**src/rtl/phdf_pkg.sv**
```systemverilog
// Shared constants, types and helper functions of the packet header dedup filter.
package phdf_pkg;

	localparam int HIST_DEPTH = 10;
	localparam int HIST_IDX_W = (HIST_DEPTH > 1) ? $clog2(HIST_DEPTH) : 1;
	localparam int HIST_CNT_W = $clog2(HIST_DEPTH + 1);

	localparam int BYTE_W = 8;
	localparam int ADDR_W = 10;
	localparam int ID_W   = 7;
	localparam int LEN_W  = 8;

	localparam logic [LEN_W-1:0] HEADER_BYTES = LEN_W'(11);
	localparam logic [LEN_W-1:0] POS_SEP1     = LEN_W'(3);
	localparam logic [LEN_W-1:0] POS_SEP2     = LEN_W'(7);
	localparam logic [LEN_W-1:0] POS_BAR      = LEN_W'(10);
	localparam logic [LEN_W-1:0] ACK_LEN      = LEN_W'(3);
	localparam logic [LEN_W-1:0] LEN_MAX      = {LEN_W{1'b1}};

	localparam logic [BYTE_W-1:0] CH_DASH = 8'h2D;
	localparam logic [BYTE_W-1:0] CH_BAR  = 8'h7C;
	localparam logic [BYTE_W-1:0] CH_ZERO = 8'h30;
	localparam logic [BYTE_W-1:0] CH_NINE = 8'h39;
	localparam logic [BYTE_W-1:0] CH_A    = 8'h41;
	localparam logic [BYTE_W-1:0] CH_C    = 8'h43;
	localparam logic [BYTE_W-1:0] CH_K    = 8'h4B;

	// Character expected at a given offset of the three-byte acknowledgment text.
	function automatic logic [BYTE_W-1:0] ack_char(input logic [1:0] idx);
		logic [BYTE_W-1:0] ch;
		unique case (idx)
			2'd0:    ch = CH_A;
			2'd1:    ch = CH_C;
			2'd2:    ch = CH_K;
			default: ch = '0;
		endcase
		return ch;
	endfunction

	// Packet summary as it stands once the final byte has been folded in.
	typedef struct packed {
		logic              hdr;
		logic [ADDR_W-1:0] org;
		logic [ADDR_W-1:0] dst;
		logic [ID_W-1:0]   pid;
		logic [LEN_W-1:0]  plen;
		logic              ack_text;
	} pkt_sum_t;

	typedef struct packed {
		logic              fire;
		logic              want_record;
		logic [ADDR_W-1:0] org;
		logic [ID_W-1:0]   pid;
	} hist_req_t;

	typedef struct packed {
		logic              accepted;
		logic              has_header;
		logic [ADDR_W-1:0] origin_address;
		logic [ADDR_W-1:0] destination_address;
		logic [ID_W-1:0]   packet_number;
		logic              duplicate;
		logic              is_ack;
		logic              send_ack;
		logic [LEN_W-1:0]  payload_length;
	} result_t;

endpackage

```
**src/rtl/phdf_parse.sv**
```systemverilog
// Byte-by-byte header parser: digit groups, separators, ACK match and lengths.
module phdf_parse (
	input  logic                         clk,
	input  logic                         arst_n,
	input  logic [phdf_pkg::BYTE_W-1:0]  byte_s1,
	input  logic                         eop_s1,
	input  logic                         advance,
	output phdf_pkg::pkt_sum_t           sum
);
	import phdf_pkg::*;

	logic [LEN_W-1:0]  pos_q, pos_n;
	logic [LEN_W-1:0]  pcnt_q, pcnt_n;
	logic [ADDR_W-1:0] org_q, org_n;
	logic [ADDR_W-1:0] dst_q, dst_n;
	logic [ID_W-1:0]   pid_q, pid_n;
	logic [2:0]        stop_q, stop_n;
	logic              sep_q, sep_n;
	logic [1:0]        ack_q, ack_n;

	logic              is_digit;
	logic [3:0]        dval;
	logic [13:0]       org_mac, dst_mac, pid_mac;

	always_comb begin
		is_digit = (byte_s1 >= CH_ZERO) && (byte_s1 <= CH_NINE);
		dval     = 4'(byte_s1 - CH_ZERO);
		org_mac  = 14'(org_q) * 14'd10 + 14'(dval);
		dst_mac  = 14'(dst_q) * 14'd10 + 14'(dval);
		pid_mac  = 14'(pid_q) * 14'd10 + 14'(dval);

		pos_n  = pos_q;
		pcnt_n = pcnt_q;
		org_n  = org_q;
		dst_n  = dst_q;
		pid_n  = pid_q;
		stop_n = stop_q;
		sep_n  = sep_q;
		ack_n  = ack_q;

		// A digit group ends for good at its first non-digit.
		priority if (pos_q < POS_SEP1) begin
			if (!stop_q[0]) begin
				if (is_digit) org_n = ADDR_W'(org_mac);
				else          stop_n[0] = 1'b1;
			end
		end else if (pos_q == POS_SEP1 || pos_q == POS_SEP2) begin
			sep_n = sep_q && (byte_s1 == CH_DASH);
		end else if (pos_q < POS_SEP2) begin
			if (!stop_q[1]) begin
				if (is_digit) dst_n = ADDR_W'(dst_mac);
				else          stop_n[1] = 1'b1;
			end
		end else if (pos_q < POS_BAR) begin
			if (!stop_q[2]) begin
				if (is_digit) pid_n = ID_W'(pid_mac);
				else          stop_n[2] = 1'b1;
			end
		end else if (pos_q == POS_BAR) begin
			sep_n = sep_q && (byte_s1 == CH_BAR);
		end else begin
		end

		if (pos_q < ACK_LEN && byte_s1 != ack_char(pos_q[1:0])) ack_n[0] = 1'b0;
		if (pos_q >= HEADER_BYTES) begin
			if (pcnt_q < ACK_LEN && byte_s1 != ack_char(pcnt_q[1:0])) ack_n[1] = 1'b0;
			if (pcnt_q != LEN_MAX) pcnt_n = pcnt_q + 1'b1;
		end
		if (pos_q != LEN_MAX) pos_n = pos_q + 1'b1;

		sum.hdr      = (pos_n >= HEADER_BYTES) && sep_n;
		sum.org      = sum.hdr ? org_n : '0;
		sum.dst      = sum.hdr ? dst_n : '0;
		sum.pid      = sum.hdr ? pid_n : '0;
		sum.plen     = sum.hdr ? pcnt_n : pos_n;
		sum.ack_text = sum.hdr ? (ack_n[1] && pcnt_n == ACK_LEN)
		                       : (ack_n[0] && pos_n == ACK_LEN);
	end

	always_ff @(posedge clk or negedge arst_n) begin
		if (!arst_n) begin
			pos_q  <= '0;
			pcnt_q <= '0;
			org_q  <= '0;
			dst_q  <= '0;
			pid_q  <= '0;
			stop_q <= '0;
			sep_q  <= 1'b1;
			ack_q  <= 2'b11;
		end else if (advance) begin
			if (eop_s1) begin
				pos_q  <= '0;
				pcnt_q <= '0;
				org_q  <= '0;
				dst_q  <= '0;
				pid_q  <= '0;
				stop_q <= '0;
				sep_q  <= 1'b1;
				ack_q  <= 2'b11;
			end else begin
				pos_q  <= pos_n;
				pcnt_q <= pcnt_n;
				org_q  <= org_n;
				dst_q  <= dst_n;
				pid_q  <= pid_n;
				stop_q <= stop_n;
				sep_q  <= sep_n;
				ack_q  <= ack_n;
			end
		end
	end

endmodule

```
**src/rtl/phdf_history.sv**
```systemverilog
// Ring of recent (origin, id) pairs with parallel lookup and conditional record.
module phdf_history (
	input  logic                clk,
	input  logic                arst_n,
	input  phdf_pkg::hist_req_t req,
	output logic                hit
);
	import phdf_pkg::*;

	logic [ADDR_W-1:0]     org_q [HIST_DEPTH];
	logic [ID_W-1:0]       pid_q [HIST_DEPTH];
	logic [HIST_IDX_W-1:0] wr_q;
	logic [HIST_CNT_W-1:0] cnt_q;
	logic                  record;

	// Entries at or beyond the fill count have never been written.
	always_comb begin
		hit = 1'b0;
		for (int i = 0; i < HIST_DEPTH; i++) begin
			if (HIST_CNT_W'(i) < cnt_q && org_q[i] == req.org && pid_q[i] == req.pid)
				hit = 1'b1;
		end
		record = req.fire && req.want_record && !hit;
	end

	always_ff @(posedge clk) begin
		if (record) begin
			org_q[wr_q] <= req.org;
			pid_q[wr_q] <= req.pid;
		end
	end

	always_ff @(posedge clk or negedge arst_n) begin
		if (!arst_n) begin
			wr_q  <= '0;
			cnt_q <= '0;
		end else if (record) begin
			wr_q <= (wr_q == HIST_IDX_W'(HIST_DEPTH - 1)) ? '0 : wr_q + 1'b1;
			if (cnt_q != HIST_CNT_W'(HIST_DEPTH)) cnt_q <= cnt_q + 1'b1;
		end
	end

`ifndef SYNTH
	a_cnt_bound: assert property (@(posedge clk) disable iff (!arst_n)
		cnt_q <= HIST_CNT_W'(HIST_DEPTH))
		else $error("history fill count beyond depth");
	a_wr_follows_cnt: assert property (@(posedge clk) disable iff (!arst_n)
		cnt_q != HIST_CNT_W'(HIST_DEPTH) |-> HIST_CNT_W'(wr_q) == cnt_q)
		else $error("write index out of step with fill count before wrap");
	a_record_grows: assert property (@(posedge clk) disable iff (!arst_n)
		record && cnt_q != HIST_CNT_W'(HIST_DEPTH) |=> cnt_q == $past(cnt_q) + 1'b1)
		else $error("recorded pair did not extend history");
`endif

endmodule

```
**src/rtl/packet_header_dedup_filter.sv**
```systemverilog
// Top level of the packet header dedup filter: input stage, decision logic, result register.
// Usage:
//   Packet bytes enter on the input channel (in_valid/in_ready, rx_byte,
//   end_of_packet), one transaction per byte; end_of_packet marks the last
//   byte. One status transaction leaves on the output channel
//   (out_valid/out_ready) for every packet, and none for other bytes.
//   The node address is written on the cfg channel (cfg_valid/cfg_ready,
//   cfg_data), which is always ready; write it only while the block is idle.
//   Throughput is one byte per cycle, packets back to back included, as long
//   as the output is not stalled. A byte is registered on acceptance and
//   folded into the parse state when it leaves the input stage; for a final
//   byte the status is registered at that same edge and out_valid rises with
//   it. Duplicate lookup compares all ring entries in parallel in the same
//   cycle as the final byte is folded in.
//   When the receiver stalls, the status holds in the result register and
//   bytes keep flowing until a second final byte reaches the input stage,
//   which then waits and drops in_ready.
//   Reset clears the parse state, the history ring fill count and the node
//   address; no clearing pass is needed.
module packet_header_dedup_filter (
	input  logic                         clk,
	input  logic                         arst_n,
	input  logic                         in_valid,
	output logic                         in_ready,
	input  logic [phdf_pkg::BYTE_W-1:0]  rx_byte,
	input  logic                         end_of_packet,
	output logic                         out_valid,
	input  logic                         out_ready,
	output logic                         accepted,
	output logic                         has_header,
	output logic [phdf_pkg::ADDR_W-1:0]  origin_address,
	output logic [phdf_pkg::ADDR_W-1:0]  destination_address,
	output logic [phdf_pkg::ID_W-1:0]    packet_number,
	output logic                         duplicate,
	output logic                         is_ack,
	output logic                         send_ack,
	output logic [phdf_pkg::LEN_W-1:0]   payload_length,
	input  logic                         cfg_valid,
	output logic                         cfg_ready,
	input  logic [phdf_pkg::ADDR_W-1:0]  cfg_data
);
	import phdf_pkg::*;

	logic              valid_s1;
	logic [BYTE_W-1:0] byte_s1;
	logic              eop_s1;
	logic              out_free;
	logic              advance;
	logic              fire;
	logic [ADDR_W-1:0] node_q;
	pkt_sum_t          sum;
	hist_req_t         req;
	logic              hit;
	result_t           res;
	result_t           res_q;
	logic              out_valid_q;

	assign out_free  = !out_valid_q || out_ready;
	assign advance   = valid_s1 && (!eop_s1 || out_free);
	assign in_ready  = !valid_s1 || advance;
	assign fire      = advance && eop_s1;
	assign cfg_ready = 1'b1;

	phdf_parse u_parse (
		.clk     (clk),
		.arst_n  (arst_n),
		.byte_s1 (byte_s1),
		.eop_s1  (eop_s1),
		.advance (advance),
		.sum     (sum)
	);

	always_comb begin
		res.has_header          = sum.hdr;
		res.origin_address      = sum.org;
		res.destination_address = sum.dst;
		res.packet_number       = sum.pid;
		res.payload_length      = sum.plen;
		res.accepted            = (sum.dst == '0) || (sum.dst == node_q);
		res.duplicate           = res.accepted && sum.hdr && hit;
		res.is_ack              = res.accepted && sum.ack_text;
		res.send_ack            = res.accepted && (sum.dst != '0) && !res.is_ack;

		req.fire        = fire;
		req.want_record = res.send_ack && sum.hdr;
		req.org         = sum.org;
		req.pid         = sum.pid;
	end

	phdf_history u_history (
		.clk    (clk),
		.arst_n (arst_n),
		.req    (req),
		.hit    (hit)
	);

	always_ff @(posedge clk or negedge arst_n) begin
		if (!arst_n) begin
			valid_s1    <= 1'b0;
			out_valid_q <= 1'b0;
			node_q      <= '0;
		end else begin
			if (in_ready) valid_s1 <= in_valid;
			if (fire) out_valid_q <= 1'b1;
			else if (out_ready) out_valid_q <= 1'b0;
			if (cfg_valid) node_q <= cfg_data;
		end
	end

	always_ff @(posedge clk) begin
		if (in_valid && in_ready) begin
			byte_s1 <= rx_byte;
			eop_s1  <= end_of_packet;
		end
		if (fire) res_q <= res;
	end

	assign out_valid           = out_valid_q;
	assign accepted            = res_q.accepted;
	assign has_header          = res_q.has_header;
	assign origin_address      = res_q.origin_address;
	assign destination_address = res_q.destination_address;
	assign packet_number       = res_q.packet_number;
	assign duplicate           = res_q.duplicate;
	assign is_ack              = res_q.is_ack;
	assign send_ack            = res_q.send_ack;
	assign payload_length      = res_q.payload_length;

`ifndef SYNTH
	a_dup_needs_header: assert property (@(posedge clk) disable iff (!arst_n)
		out_valid_q |-> !res_q.duplicate || (res_q.has_header && res_q.accepted))
		else $error("duplicate flagged without an accepted header");
	a_ack_send_excl: assert property (@(posedge clk) disable iff (!arst_n)
		out_valid_q |-> !(res_q.is_ack && res_q.send_ack))
		else $error("acknowledgment owed for an ACK packet");
	a_no_header_zero: assert property (@(posedge clk) disable iff (!arst_n)
		out_valid_q && !res_q.has_header |->
			res_q.origin_address == '0 && res_q.destination_address == '0 &&
			res_q.packet_number == '0 && res_q.accepted)
		else $error("header fields set on a packet without header");
	a_stall_hold: assert property (@(posedge clk) disable iff (!arst_n)
		valid_s1 && eop_s1 && out_valid_q && !out_ready |=> valid_s1 && $stable(byte_s1))
		else $error("final byte left the input stage while the result was stalled");
`endif

endmodule
```
**config.mk**
```make
export PLATFORM = sky130hd
export DESIGN_NAME = packet_header_dedup_filter
export DESIGN_NICKNAME = d
export VERILOG_FILES = /design/src/rtl/phdf_pkg.sv /design/src/rtl/phdf_parse.sv /design/src/rtl/phdf_history.sv /design/src/rtl/packet_header_dedup_filter.sv
export SDC_FILE = /design/constraint.sdc
export NUM_CORES = 1
export LEC_CHECK = 0
export ABC_AREA = 1
export BUFFER_PORTS_ARGS = -buffer_cell sky130_fd_sc_hd__buf_2
export CAP_MARGIN = 15
export CORE_MARGIN = 2
export CORE_UTILIZATION = 45
export CTS_CLUSTER_DIAMETER = 120
export CTS_CLUSTER_SIZE = 12
export DETAILED_ROUTE_END_ITERATION = 8
export MAX_ROUTING_LAYER = met4
export PLACE_DENSITY = 0.72
export SLEW_MARGIN = 0
export SYNTH_ARGS = -nofsm -noshare
export SYNTH_HDL_FRONTEND = slang
export SYNTH_SLANG_ARGS = --single-unit
```
**constraint.sdc**
```tcl
create_clock -name clk -period 6.4 [get_ports clk]
set_input_delay 0.32 -clock clk [delete_from_list [all_inputs] [get_ports clk]]
set_output_delay 0.32 -clock clk [all_outputs]
set_load 0.05 [all_outputs]
```
==> flow_summary.ini <==
[status]
status = finished, violations left
violations = hold timing

[clock_network]
cts-root-buf = clkbuf_16
cts_buffer_depth = 3
cts_htree_levels = 1
cts_sinks = 288
cts_buffers = 27
clk_latency_ns = 0.58
cts_tree = built
path_clk_slew_ns = 0.07
cts_resized = 0

[power_and_ir_drop]
power_frac_comb = 0.068
p_sw_w = 0.000918
power.share.switching = 0.240
clock_power_share = 0.393
total_power_w = 0.00382
p_leak_nw = 8.13
power_density_nw_per_um2 = 216
vdd_drop_max_mv = 0.189
internal_power_w = 0.00290
power_frac_seq = 0.539

[timing]
slew_violations = 0
worst_hold_slack_ns = -0.0171
setup_viol = 0
setup_tns_ns = 0
fin_worst_skew_ns = 0.0259
finalCriticalPeriod_ns = 5.15
rsz0062_at_grt = no
worst_pin_slew_ns = 0.977
slew_headroom = 0.348
worst_slack_ns = 1.25
fin_crit_sh = 0.804
hold_viol_final = 6
max_freq_mhz = 194

[die]
die_w_um = 192
start_util = 0.458
ios = 67
core_um2 = 34600
fp-row-count = 68
die_area_um2 = 36700
chipHeight_um = 192

[yosys]
syn_nets = 1885
async_flop_share = 0.240
ys_ff_latch = 288
synthFlopType = edfxtp_1
yosysWarnings = 0
ys_types = 54
syn_area_um2 = 15800
synth_cells = 1812
synth_edf_count = 219
synth-seq-area-share = 0.524
synth_area_per_cell_um2 = 8.75

[worst_setup_path]
crit_top_cell = nand2_1
crit_required_ns = 6.65
cp-start-kind = register
crit_fanout = 51
worstSetupPathType = register to register
end_kind = register
slowest_stage = inv_1
critPathArrivalTime_ns = 5.39
r2r_start = u_parse.pos_q[1]
max_stage_delay_ns = 0.58
setup.worst_path.start = u_parse.pos_q[1]

[routing]
drt_pre_antenna_iters = 5
ant_nets = 0
viasPerCell = 5.26
routed_wl_mm = 40.8
wl_per_cell_um = 17.1
vias = 12500
drtIter0Drc = 1057
remaining_drc_errors = 0

[global_routing]
grt_pass1_wl_mm = 64.8
antenna_found_initial = 0
grt_usage = 0.232
grt_overflow = 0
grt_max_degree = 70
grt_pass1_vias = 12100

[cells_and_area]
drive_above_1_share = 0.0985
finalNetCount = 1980
antennaDiodeCount = 0
area_delta_synth_final_pct = 11.6
nFillCells = 3140
fin_util = 0.511

[placed_design]
gp_congestion = 0.892
post-dp-hpwl_mm = 28.0
dp_slack_ns = 1.34
port_buffers = 65

[run]
maxCapViolCount = 0

[hold_path]
min_path_type = primary input to async pin
-- routing by layer --
metal / up-vias / track usage / routed length, µm
li1: 6121 / - / -
met1: 5932 / 0.313 / 18500
met2: 413 / 0.368 / 18700
met3: 71 / 0.0307 / 2490
met4: 0 / 0.0683 / 1030
met5: - / - / 0
-- power groups by stage --
stage	sequential, W	combinational [W]	clock [W]
floorplan	0.00214	0.000128	0
global placement	0.00209	0.000247	0
detailed placement	0.00209	0.000250	0
CTS	0.00206	0.000260	0.00153
global route	0.00206	0.000284	0.00160
finish	0.00206	0.000259	0.00150
-- cell type report --
type / count / area, µm² / area share
Tap cell: 455 / 569 / 0.0322
Clock buffer: 49 / 758 / 0.0429
Sequential cell: 288 / 8310 / 0.470
Clock inverter: 1 / 20.0 / 0.00113
Multi-Input combinational cell: 1233 / 6340 / 0.359
Inverter: 239 / 900 / 0.0509
Timing Repair Buffer: 118 / 783 / 0.0443
-- layout by cell type (no fill, tap or decap), types with 42 or more instances in the layout --
master,synthesis,final
inv_1,231,230
nor2_1,164,161
ha_1,43,43
xor2_1,42,42
dfrtp_1,66,66
edfxtp_1,219,219
buf_2,20,65
o21ai_0,77,77
nand2_1,557,557
nand4_1,79,79
nand3_1,107,107
-- worst max-delay path: cells and delay by family, from the launching register on --
| kind | cells | cell delay (ns) |
|---|---|---|
| simple gates | 21 | 2.94 |
| fa+ha+maj | 1 | 0.32 |
| buf+inv | 4 | 1.01 |
| flops | 1 | 0.50 |
-- sequential cells by signal, summed over array words and instances (netlist names), 2 cells and up --
signal	cells
u_parse.pos_q	8
u_parse.dst_q	10
u_parse.org_q	10
destination_address	10
u_parse.pid_q	7
u_history.wr_q	4
u_history.pid_q	70
u_parse.pcnt_q	8
packet_number	7
u_parse.ack_q	2
node_q	10
byte_s1	8
origin_address	10
u_parse.stop_q	3
u_history.org_q	100
payload_length	8
u_history.cnt_q	4
-- synthesized netlist by cell type (2+ instances only) --
master / instances / area, µm²
nor2_1: 164 / 616
a21oi_1: 20 / 100
buf_4: 13 / 97.6
buf_2: 20 / 100
inv_1: 231 / 867
nor4_1: 2 / 12.5
nand4_1: 79 / 494
nand2_4: 3 / 33.8
xnor2_1: 29 / 254
nor2_2: 8 / 50.1
nor3_1: 5 / 25.0
inv_2: 7 / 26.3
xor2_1: 42 / 368
nand2_2: 8 / 50.1
or2_2: 4 / 25.0
dfrtp_1: 66 / 1650
a211o_1: 2 / 17.5
edfxtp_1: 219 / 6580
nand3_1: 107 / 536
ha_1: 43 / 538
o21ai_0: 77 / 385
buf_6: 4 / 45.0
mux2_2: 2 / 22.5
o211ai_1: 3 / 22.5
nand3_4: 2 / 35.0
nand3b_1: 8 / 60.1
nor2_4: 3 / 33.8
dfstp_2: 3 / 78.8
o21ai_1: 18 / 90.1
nand2_1: 557 / 2090
o22ai_1: 12 / 75.1
fa_1: 6 / 120
clkbuf_1: 10 / 37.5
nand3_2: 12 / 120
buf_1: 4 / 15.0
-- through the flow --
step	std cells	hold WS, ns	instance area, µm²
4_1_cts	2383	0.00120	17700
3_3_place_gp	2314	0.464	16700
3_5_place_dp	2314	0.467	16700
2_1_floorplan	1812	0.0244	15800
5_1_grt	2383	0.0374	17700
6_report	2383	-0.0171	17700
-- kinds of logic after synthesis --
family | count (synthesis) | share of synthesized area
other | 1 | 0.000237
XOR/XNOR | 71 | 0.0392
flip-flops | 288 | 0.524
adder cells (fa/ha/maj) | 49 | 0.0415
buffers and inverters | 291 | 0.0763
AO/OA/AOI/OAI | 141 | 0.0494
multiplexers | 2 | 0.00142
AND/OR/NAND/NOR | 969 | 0.268
-- what timing repair did --
item                                   in CTS  in global routing
endpoints found under the hold margin      19                  0
hold buffers                               19                  0
setup buffers                               0                  0
-- final timing paths --
kind | to | slack (ns) | cells past startpoint
setup / recovery | u_history.pid_q[0][4] | 1.25 | 26
max in group asynchronous | node_q[3] | 5.76 | 2
min in group clk | out_valid | 0.03 | 4
hold reg to reg | u_parse.pid_q[6] | 0.48 | 2
setup reg to reg | u_history.pid_q[0][4] | 1.25 | 26
hold / removal | u_parse.pid_q[0] | -0.02 | 2
Note: power is estimated with default switching activity, not from simulation.
